<file path="src/rtl/lfr_pkg.sv">
// Package for the line framed receive ring: sizes, register map and payload types.
// Used by lfr_byte_ring and line_framed_rx_ring; depends on nothing.
`timescale 1ns / 1ps
`default_nettype none

package lfr_pkg;

   localparam int RING_BYTES = 64;
   localparam int NUM_SLOTS  = 4;

   localparam int PTR_W  = $clog2(RING_BYTES);
   localparam int SLOT_W = $clog2(NUM_SLOTS);
   localparam int LEN_W  = $clog2(RING_BYTES + 1);

   localparam int CSR_ADDR_W = 3;
   localparam int CSR_DATA_W = 32;

   localparam int                  REG_TERMINATOR_MAX  = 0;
   localparam logic [CSR_ADDR_W-1:0] ADDR_TERMINATOR_MAX =
      CSR_ADDR_W'(4 * REG_TERMINATOR_MAX);
   localparam logic [7:0]          TERMINATOR_RESET    = 8'd13;

   localparam logic OP_RECEIVE = 1'b0;
   localparam logic OP_READ    = 1'b1;

   typedef struct packed {
      logic       op;
      logic [7:0] symbol;
   } req_type;

   typedef struct packed {
      logic [7:0] data_byte;
      logic       last;
      logic       empty_res;
      logic [6:0] message_length;
   } rsp_type;

   typedef struct packed {
      logic             wr_en;
      logic [PTR_W-1:0] wr_addr;
      logic [7:0]       wr_data;
      logic             rd_en;
      logic [PTR_W-1:0] rd_addr;
   } ring_req_type;

endpackage

`default_nettype wire

</file>
<file path="src/rtl/lfr_byte_ring.sv">
// Byte ring storage: one write port and one registered read port.
// Depends on lfr_pkg for the ring size and the access struct.
`timescale 1ns / 1ps
`default_nettype none

module lfr_byte_ring (
   input  wire logic                  clock,
   input  wire lfr_pkg::ring_req_type ring_req,
   output logic [7:0]                 rd_data
);

   logic [7:0] mem [lfr_pkg::RING_BYTES];
   logic [7:0] rd_data_ff;

   always_ff @(posedge clock) begin
      if (ring_req.wr_en) begin
         mem[ring_req.wr_addr] <= ring_req.wr_data;
      end
      if (ring_req.rd_en) begin
         rd_data_ff <= mem[ring_req.rd_addr];
      end
   end

   assign rd_data = rd_data_ff;

endmodule

`default_nettype wire

</file>
<file path="src/rtl/line_framed_rx_ring.sv">
// Top level of the line framed receive ring: framer, descriptor ring and readout sequencer.
// Depends on lfr_pkg and instantiates lfr_byte_ring.
`timescale 1ns / 1ps
`default_nettype none

// The block gathers received UART bytes into messages that end on any byte whose
// unsigned value is at or below the terminator_max register (reset value 13).
// On a receive request (op 0) the byte goes into a 64 entry byte
// ring, and a terminator on a non-empty message stores a zero byte and files the
// message in the next of four descriptor slots. A terminator on an empty message
// is ignored, and a message stops growing at 63 data bytes, so that its length
// with the zero byte never passes the ring size. A read request (op 1) returns
// the oldest filed message one byte per response, zero byte included, with last
// set on the final byte; if nothing is filed it returns one response with
// empty_res and last set. The block takes no new request until the whole
// response is delivered. Each message byte goes through a memory fetch state,
// a load state into the output register and a send state that waits on the
// response channel; an empty read goes straight to the send state. The ring
// and descriptors do not guard against overrun: old bytes are overwritten, and
// filing a message clears the next slot, discarding any unread message in it.
// terminator_max sits at address 0 of the register port and should be written
// only while the block is idle.

module line_framed_rx_ring (
   input  wire logic                              clock,
   input  wire logic                              reset,

   input  wire logic                              req_valid,
   output logic                                   req_ready,
   input  wire lfr_pkg::req_type                  req_data,

   output logic                                   rsp_valid,
   input  wire logic                              rsp_ready,
   output lfr_pkg::rsp_type                       rsp_data,

   input  wire logic                              csr_psel,
   input  wire logic                              csr_penable,
   input  wire logic                              csr_pwrite,
   input  wire logic [lfr_pkg::CSR_ADDR_W-1:0]    csr_paddr,
   input  wire logic [lfr_pkg::CSR_DATA_W-1:0]    csr_pwdata,
   output logic [lfr_pkg::CSR_DATA_W-1:0]         csr_prdata,
   output logic                                   csr_pready
);

   localparam int PTR_W  = lfr_pkg::PTR_W;
   localparam int SLOT_W = lfr_pkg::SLOT_W;
   localparam int LEN_W  = lfr_pkg::LEN_W;

   // Sequencer states.
   localparam logic [1:0] ST_IDLE  = 2'd0;
   localparam logic [1:0] ST_FETCH = 2'd1;
   localparam logic [1:0] ST_LOAD  = 2'd2;
   localparam logic [1:0] ST_SEND  = 2'd3;

   localparam logic [PTR_W-1:0]  PTR_LAST  = PTR_W'(lfr_pkg::RING_BYTES - 1);
   localparam logic [SLOT_W-1:0] SLOT_LAST = SLOT_W'(lfr_pkg::NUM_SLOTS - 1);
   localparam logic [LEN_W-1:0]  LEN_MAX_DATA = LEN_W'(lfr_pkg::RING_BYTES - 1);

   // Configuration register.
   logic [7:0] term_max_ff;
   logic       csr_write;

   // Framer state.
   logic [PTR_W-1:0]  write_pos_ff, write_pos_in;
   logic [PTR_W-1:0]  msg_start_ff, msg_start_in;
   logic [LEN_W-1:0]  fill_len_ff, fill_len_in;
   logic [SLOT_W-1:0] fill_slot_ff, fill_slot_in;
   logic [SLOT_W-1:0] read_slot_ff, read_slot_in;
   logic [SLOT_W-1:0] fill_slot_next;
   logic [SLOT_W-1:0] read_slot_next;
   logic [lfr_pkg::NUM_SLOTS-1:0] slot_ready_ff, slot_ready_in;

   // Descriptor payload: written at the fill slot, read at the read slot.
   logic [PTR_W-1:0] slot_start_ff [lfr_pkg::NUM_SLOTS];
   logic [LEN_W-1:0] slot_len_ff   [lfr_pkg::NUM_SLOTS];
   logic             desc_write;

   // Readout sequencer.
   logic [1:0]       state_ff, state_in;
   logic [PTR_W-1:0] rd_addr_ff, rd_addr_in;
   logic [LEN_W-1:0] remain_ff, remain_in;
   logic [LEN_W-1:0] msg_len_ff, msg_len_in;
   logic             rsp_valid_ff, rsp_valid_in;
   lfr_pkg::rsp_type rsp_ff, rsp_in;

   // The one pointer incrementer, shared between the write pointer in idle
   // and the readout address while a message streams out.
   logic [PTR_W-1:0] inc_src;
   logic [PTR_W-1:0] inc_out;

   lfr_pkg::ring_req_type ring_req;
   logic [7:0]            ring_rd_data;

   logic req_fire;
   logic rsp_fire;
   logic is_term;

   lfr_byte_ring u_ring (
      .clock    (clock),
      .ring_req (ring_req),
      .rd_data  (ring_rd_data)
   );

   // Register port: pready is tied high, so a write lands on its access cycle.
   assign csr_pready = 1'b1;
   assign csr_write  = csr_psel && csr_penable && csr_pwrite && csr_pready
                       && (csr_paddr == lfr_pkg::ADDR_TERMINATOR_MAX);

   always_comb begin
      if (csr_paddr == lfr_pkg::ADDR_TERMINATOR_MAX) begin
         csr_prdata = {{(lfr_pkg::CSR_DATA_W - 8){1'b0}}, term_max_ff};
      end else begin
         csr_prdata = '0;
      end
   end

   always_ff @(posedge clock) begin
      if (reset) begin
         term_max_ff <= lfr_pkg::TERMINATOR_RESET;
      end else if (csr_write) begin
         term_max_ff <= csr_pwdata[7:0];
      end
   end

   assign req_ready = (state_ff == ST_IDLE);
   assign req_fire  = req_valid && req_ready;
   assign rsp_valid = rsp_valid_ff;
   assign rsp_data  = rsp_ff;
   assign rsp_fire  = rsp_valid_ff && rsp_ready;
   assign is_term   = (req_data.symbol <= term_max_ff);

   assign inc_src = (state_ff == ST_IDLE) ? write_pos_ff : rd_addr_ff;
   assign inc_out = (inc_src == PTR_LAST) ? '0 : inc_src + PTR_W'(1);

   assign fill_slot_next = (fill_slot_ff == SLOT_LAST) ? '0 : fill_slot_ff + SLOT_W'(1);
   assign read_slot_next = (read_slot_ff == SLOT_LAST) ? '0 : read_slot_ff + SLOT_W'(1);

   always_comb begin
      write_pos_in  = write_pos_ff;
      msg_start_in  = msg_start_ff;
      fill_len_in   = fill_len_ff;
      fill_slot_in  = fill_slot_ff;
      read_slot_in  = read_slot_ff;
      slot_ready_in = slot_ready_ff;
      desc_write    = 1'b0;
      state_in      = state_ff;
      rd_addr_in    = rd_addr_ff;
      remain_in     = remain_ff;
      msg_len_in    = msg_len_ff;
      rsp_valid_in  = rsp_valid_ff;
      rsp_in        = rsp_ff;

      ring_req.wr_en   = 1'b0;
      ring_req.wr_addr = write_pos_ff;
      ring_req.wr_data = req_data.symbol;
      ring_req.rd_en   = 1'b0;
      ring_req.rd_addr = rd_addr_ff;

      unique case (state_ff)
         ST_IDLE: begin
            if (req_fire && (req_data.op == lfr_pkg::OP_RECEIVE)) begin
               if (is_term) begin
                  // A terminator closes the message only if it holds bytes.
                  if (fill_len_ff != '0) begin
                     ring_req.wr_en   = 1'b1;
                     ring_req.wr_data = 8'd0;
                     write_pos_in     = inc_out;
                     msg_start_in     = inc_out;
                     desc_write       = 1'b1;
                     slot_ready_in[fill_slot_ff]   = 1'b1;
                     slot_ready_in[fill_slot_next] = 1'b0;
                     fill_slot_in     = fill_slot_next;
                     fill_len_in      = '0;
                  end
               end else if (fill_len_ff < LEN_MAX_DATA) begin
                  ring_req.wr_en = 1'b1;
                  write_pos_in   = inc_out;
                  fill_len_in    = fill_len_ff + LEN_W'(1);
               end
            end else if (req_fire) begin
               if (slot_ready_ff[read_slot_ff]) begin
                  rd_addr_in    = slot_start_ff[read_slot_ff];
                  remain_in     = slot_len_ff[read_slot_ff];
                  msg_len_in    = slot_len_ff[read_slot_ff];
                  slot_ready_in[read_slot_ff] = 1'b0;
                  read_slot_in  = read_slot_next;
                  state_in      = ST_FETCH;
               end else begin
                  rsp_in.data_byte      = 8'd0;
                  rsp_in.last           = 1'b1;
                  rsp_in.empty_res      = 1'b1;
                  rsp_in.message_length = 7'd0;
                  rsp_valid_in          = 1'b1;
                  remain_in             = LEN_W'(1);
                  state_in              = ST_SEND;
               end
            end
         end
         ST_FETCH: begin
            ring_req.rd_en = 1'b1;
            state_in       = ST_LOAD;
         end
         ST_LOAD: begin
            rsp_in.data_byte      = ring_rd_data;
            rsp_in.last           = (remain_ff == LEN_W'(1));
            rsp_in.empty_res      = 1'b0;
            rsp_in.message_length = 7'(msg_len_ff);
            rsp_valid_in          = 1'b1;
            rd_addr_in            = inc_out;
            remain_in             = remain_ff - LEN_W'(1);
            state_in              = ST_SEND;
         end
         ST_SEND: begin
            if (rsp_fire) begin
               rsp_valid_in = 1'b0;
               if (rsp_ff.last) begin
                  state_in = ST_IDLE;
               end else begin
                  state_in = ST_FETCH;
               end
            end
         end
         default: begin
            state_in = ST_IDLE;
         end
      endcase
   end

   always_ff @(posedge clock) begin
      if (reset) begin
         write_pos_ff  <= '0;
         msg_start_ff  <= '0;
         fill_len_ff   <= '0;
         fill_slot_ff  <= '0;
         read_slot_ff  <= '0;
         slot_ready_ff <= '0;
         state_ff      <= ST_IDLE;
         rsp_valid_ff  <= 1'b0;
         remain_ff     <= '0;
      end else begin
         write_pos_ff  <= write_pos_in;
         msg_start_ff  <= msg_start_in;
         fill_len_ff   <= fill_len_in;
         fill_slot_ff  <= fill_slot_in;
         read_slot_ff  <= read_slot_in;
         slot_ready_ff <= slot_ready_in;
         state_ff      <= state_in;
         rsp_valid_ff  <= rsp_valid_in;
         remain_ff     <= remain_in;
      end
   end

   // Payload registers carry no reset; they are only read once loaded.
   always_ff @(posedge clock) begin
      rd_addr_ff <= rd_addr_in;
      msg_len_ff <= msg_len_in;
      rsp_ff     <= rsp_in;
      if (desc_write) begin
         slot_start_ff[fill_slot_ff] <= msg_start_ff;
         slot_len_ff[fill_slot_ff]   <= fill_len_ff + LEN_W'(1);
      end
   end

endmodule

`default_nettype wire

</file>
<file path="config.mk">
export PLATFORM = sky130hd
export DESIGN_NAME = line_framed_rx_ring
export DESIGN_NICKNAME = d
export VERILOG_FILES = /design/src/rtl/lfr_pkg.sv /design/src/rtl/lfr_byte_ring.sv /design/src/rtl/line_framed_rx_ring.sv
export SDC_FILE = /design/constraint.sdc
export NUM_CORES = 1
export LEC_CHECK = 0
export BUFFER_PORTS_ARGS = -buffer_cell sky130_fd_sc_hd__buf_2
export CAP_MARGIN = 20
export CORE_MARGIN = 1.5
export CORE_UTILIZATION = 55
export DETAILED_ROUTE_END_ITERATION = 7
export PLACE_DENSITY = 0.72
export SYNTH_ARGS = -nofsm -noshare
export SYNTH_HDL_FRONTEND = slang
export SYNTH_SLANG_ARGS = --single-unit
</file>
<file path="constraint.sdc">
create_clock -name clock -period 4.96 [get_ports clock]
set_clock_uncertainty 0.1 [all_clocks]
set_input_delay 0.248 -clock clock [delete_from_list [all_inputs] [get_ports clock]]
set_output_delay 0.248 -clock clock [all_outputs]
set_load 0.01 [all_outputs]
</file>
==> impl_metrics.py <==
metrics = {
    "yosys": {
        "postSynthCellCount": 1516,
        "yosysSeqAreaShare_pct": 71.5,
        "syn_area_per_cell_um2": 17.6,
        "synth.cell_area_mm2": 0.0266,
        "ys_warn_count": 0,
        "synth-edff-count": 602,
        "synthArstFlopShare_pct": 0,
        "synth.distinct_cells": 72,
        "synth_flop_cell": "edfxtp_1",
        "yosys_register_bits": 649,
    },
    "placement": {
        "place_congestion": 0.866,
        "dp_slack_ns": 1.42,
        "placed_cells": 2189,
        "io_buffers": 53,
        "place_area_mm2": 0.0278,
        "dp_hpwl_mm": 34.6,
    },
    "timing": {
        "slew_violations": 0,
        "rsz0062_at_grt": "no",
        "hold_slack_ns": 0.0734,
        "tightest_slew_ns": 1.08,
        "fin_crit_ns": 3.62,
        "hold_viol_final": 0,
        "fmax_ghz": 0.276,
        "slew-limit-headroom_pct": 27.7,
        "setup_viol": 0,
        "setup_ws_ns": 1.34,
        "setup_tns_ns": 0,
        "min_period_over_period_pct": 72.9,
    },
    "worst_setup_path": {
        "crit_path_start_kind": "flip-flop",
        "crit_path_end_kind": "flip-flop",
        "worst-path-max-fanout": 37,
        "worstSetupPathType": "reg2reg",
        "r2r_cells": 10,
        "crit_required_ns": 5.16,
        "arrival_ns": 3.82,
    },
    "power_and_ir_drop": {
        "p_sw_share_pct": 25.5,
        "p_comb_share_pct": 15.2,
        "peakVddDrop_v": 0.000256,
        "pwr-share-seq_pct": 47.7,
        "p_int_mw": 9.79,
        "leakage_nw": 10.0,
        "power_frac_clock_pct": 37.1,
        "total_power_mw": 13.1,
        "p_per_area_mw_per_mm2": 437,
        "p_switching_mw": 3.34,
    },
    "route": {
        "dr.first_iter.drc_count": 1526,
        "avgViaCountPerCell": 6.10,
        "ant_nets": 0,
        "routed_wl_mm": 55.9,
        "vias": 14100,
        "drc": 0,
        "routedWlPerCell_um": 24.1,
        "dr.pass1.iters": 6,
        "wl_met1_mm": 22.3,
        "route.met2.wl_mm": 27.1,
        "wl_met3_mm": 4.58,
        "top_layer": "met4",
    },
    "layout": {
        "instances_no_fill": 2321,
        "final_area_mm2": 0.0301,
        "drive_above_1_share_pct": 23.2,
        "diodes": 0,
        "area_delta_synth_final_pct": 13.0,
        "final_util_pct": 63.0,
        "nets": 1733,
    },
    "global_route": {
        "first_global_vias": 14200,
        "grt_overflow_total": 0,
        "grt_max_degree": 65,
        "grtUsageTotal_pct": 23.1,
        "grt_pass1_wl_mm": 85.4,
        "antenna_found_initial": 2,
    },
    "floorplanning": {
        "rows": 80,
        "dieArea_mm2": 0.0497,
        "dieHeight_um": 223,
        "initial_utilization_pct": 55.7,
        "die_w_um": 223,
        "ios": 103,
        "coreArea_mm2": 0.0477,
    },
    "clock_tree": {
        "htree_levels": 3,
        "clock_sink_count": 649,
        "cts_tree": "built",
        "clk_latency_ns": 0.59,
        "clk_pin_slew_ns": 0.06,
        "clockBufferDepth": 3,
        "root_buffer": "clkbuf_16",
        "cts_made_buffers": 66,
    },
    "run_status": {
        "status": "finished clean",
    },
    "run": {
        "max_cap_violations": 0,
    },
    "worst_hold_path": {
        "hold_class": "in2reg",
        "min_path_cells": 5,
    },
}
-- power groups by stage --
stage	Sequential [mW]	Combinational, mW	Clock (mW)
6_report	6.27	2.00	4.87
5_1_grt	6.28	2.16	5.13
4_1_cts	6.28	1.98	4.93
3_5_place_dp	6.39	1.96	0
3_3_place_gp	6.38	1.92	0
2_1_floorplan	6.34	1.45	0
-- cells in the mapped netlist (all sizes together) (29+ instances only) --
cell type  count  area share, %
dfxtp         47            3.5
buf           81            2.3
a21oi         36           0.68
nor2          41           0.59
mux2i         51            1.9
inv           29           0.41
edfxtp       602             68
and2          35           0.82
nor3          81            1.6
o21ai         30           0.56
a22oi         42            1.2
nand2         71            1.0
clkbuf        29           0.41
mux4         122             10
-- what timing repair did --
item | 4_1_cts | 5_1_grt
hold buffers | 8 | 0
resized for setup | 0 | 0
endpoints found under the hold margin | 8 | 0
setup buffers | 0 | 0
-- cells in the final DEF, fill, tap and decap left out, types with 27 or more instances in the layout --
cell type,count
nand2_1,71
buf_2,53
nor3_1,80
a21oi_1,35
a22oi_1,42
clkbuf_16,71
ha_1,27
edfxtp_1,602
and2_1,28
inv_1,28
nor2_1,40
mux4_2,122
buf_4,88
mux2i_1,51
dfxtp_1,47
-- layer usage --
layer	GRT usage (%)	up-vias
met1	31.6	7083
met2	36.6	608
li1	-	6320
met5	0	-
met4	8.76	0
met3	5.08	136
-- final cells by class --
class | count | area, um2
clock buffer | 83 | 1820
clock inverter | 36 | 299
sequential | 649 | 19000
timing repair buffer | 158 | 1180
inverter | 29 | 109
fill | 3266 | 17700
multi-input combinational | 751 | 6880
tap | 615 | 769
-- sequential cells by signal, indices dropped and copies added, names as in the netlist, 8 cells and up, named ones only --
signal / cells
rsp_data: 17
slot_start_ff: 24
slot_len_ff: 28
term_max_ff: 8
u_ring.rd_data: 8
u_ring.mem: 512
-- critical path, stage by stage (launching register included) --
cell      delay (ns)
dfxtp_1         0.34
inv_1           0.16
ha_1            0.18
buf_4           0.22
nand3b_1        0.36
a211oi_1        0.44
o21ai_1         0.22
a21boi_4        0.25
buf_4           0.35
nor3_1          0.46
buf_4           0.25
-- cell families after synthesis --
| logic type | after synthesis | synth area share [%] |
|---|---|---|
| fa+ha+maj | 27 | 1.27 |
| mux | 185 | 12.7 |
| compound gates | 195 | 5.12 |
| other cells | 2 | 0.0282 |
| simple gates | 310 | 5.95 |
| flops | 649 | 71.5 |
| xor+xnor | 9 | 0.296 |
| buf+inv | 139 | 3.14 |
-- final timing paths --
check | start | end | slack, ns
worst max-delay path | state_ff[0] | u_ring.mem[46][1] | 1.34
worst min-delay path | rsp_ready | state_ff[0] | 0.07
worst min register to register | msg_start_ff[4] | slot_start_ff[0][4] | 0.40
worst max register to register | state_ff[0] | u_ring.mem[46][1] | 1.34
(Power assumes the default switching activity.)
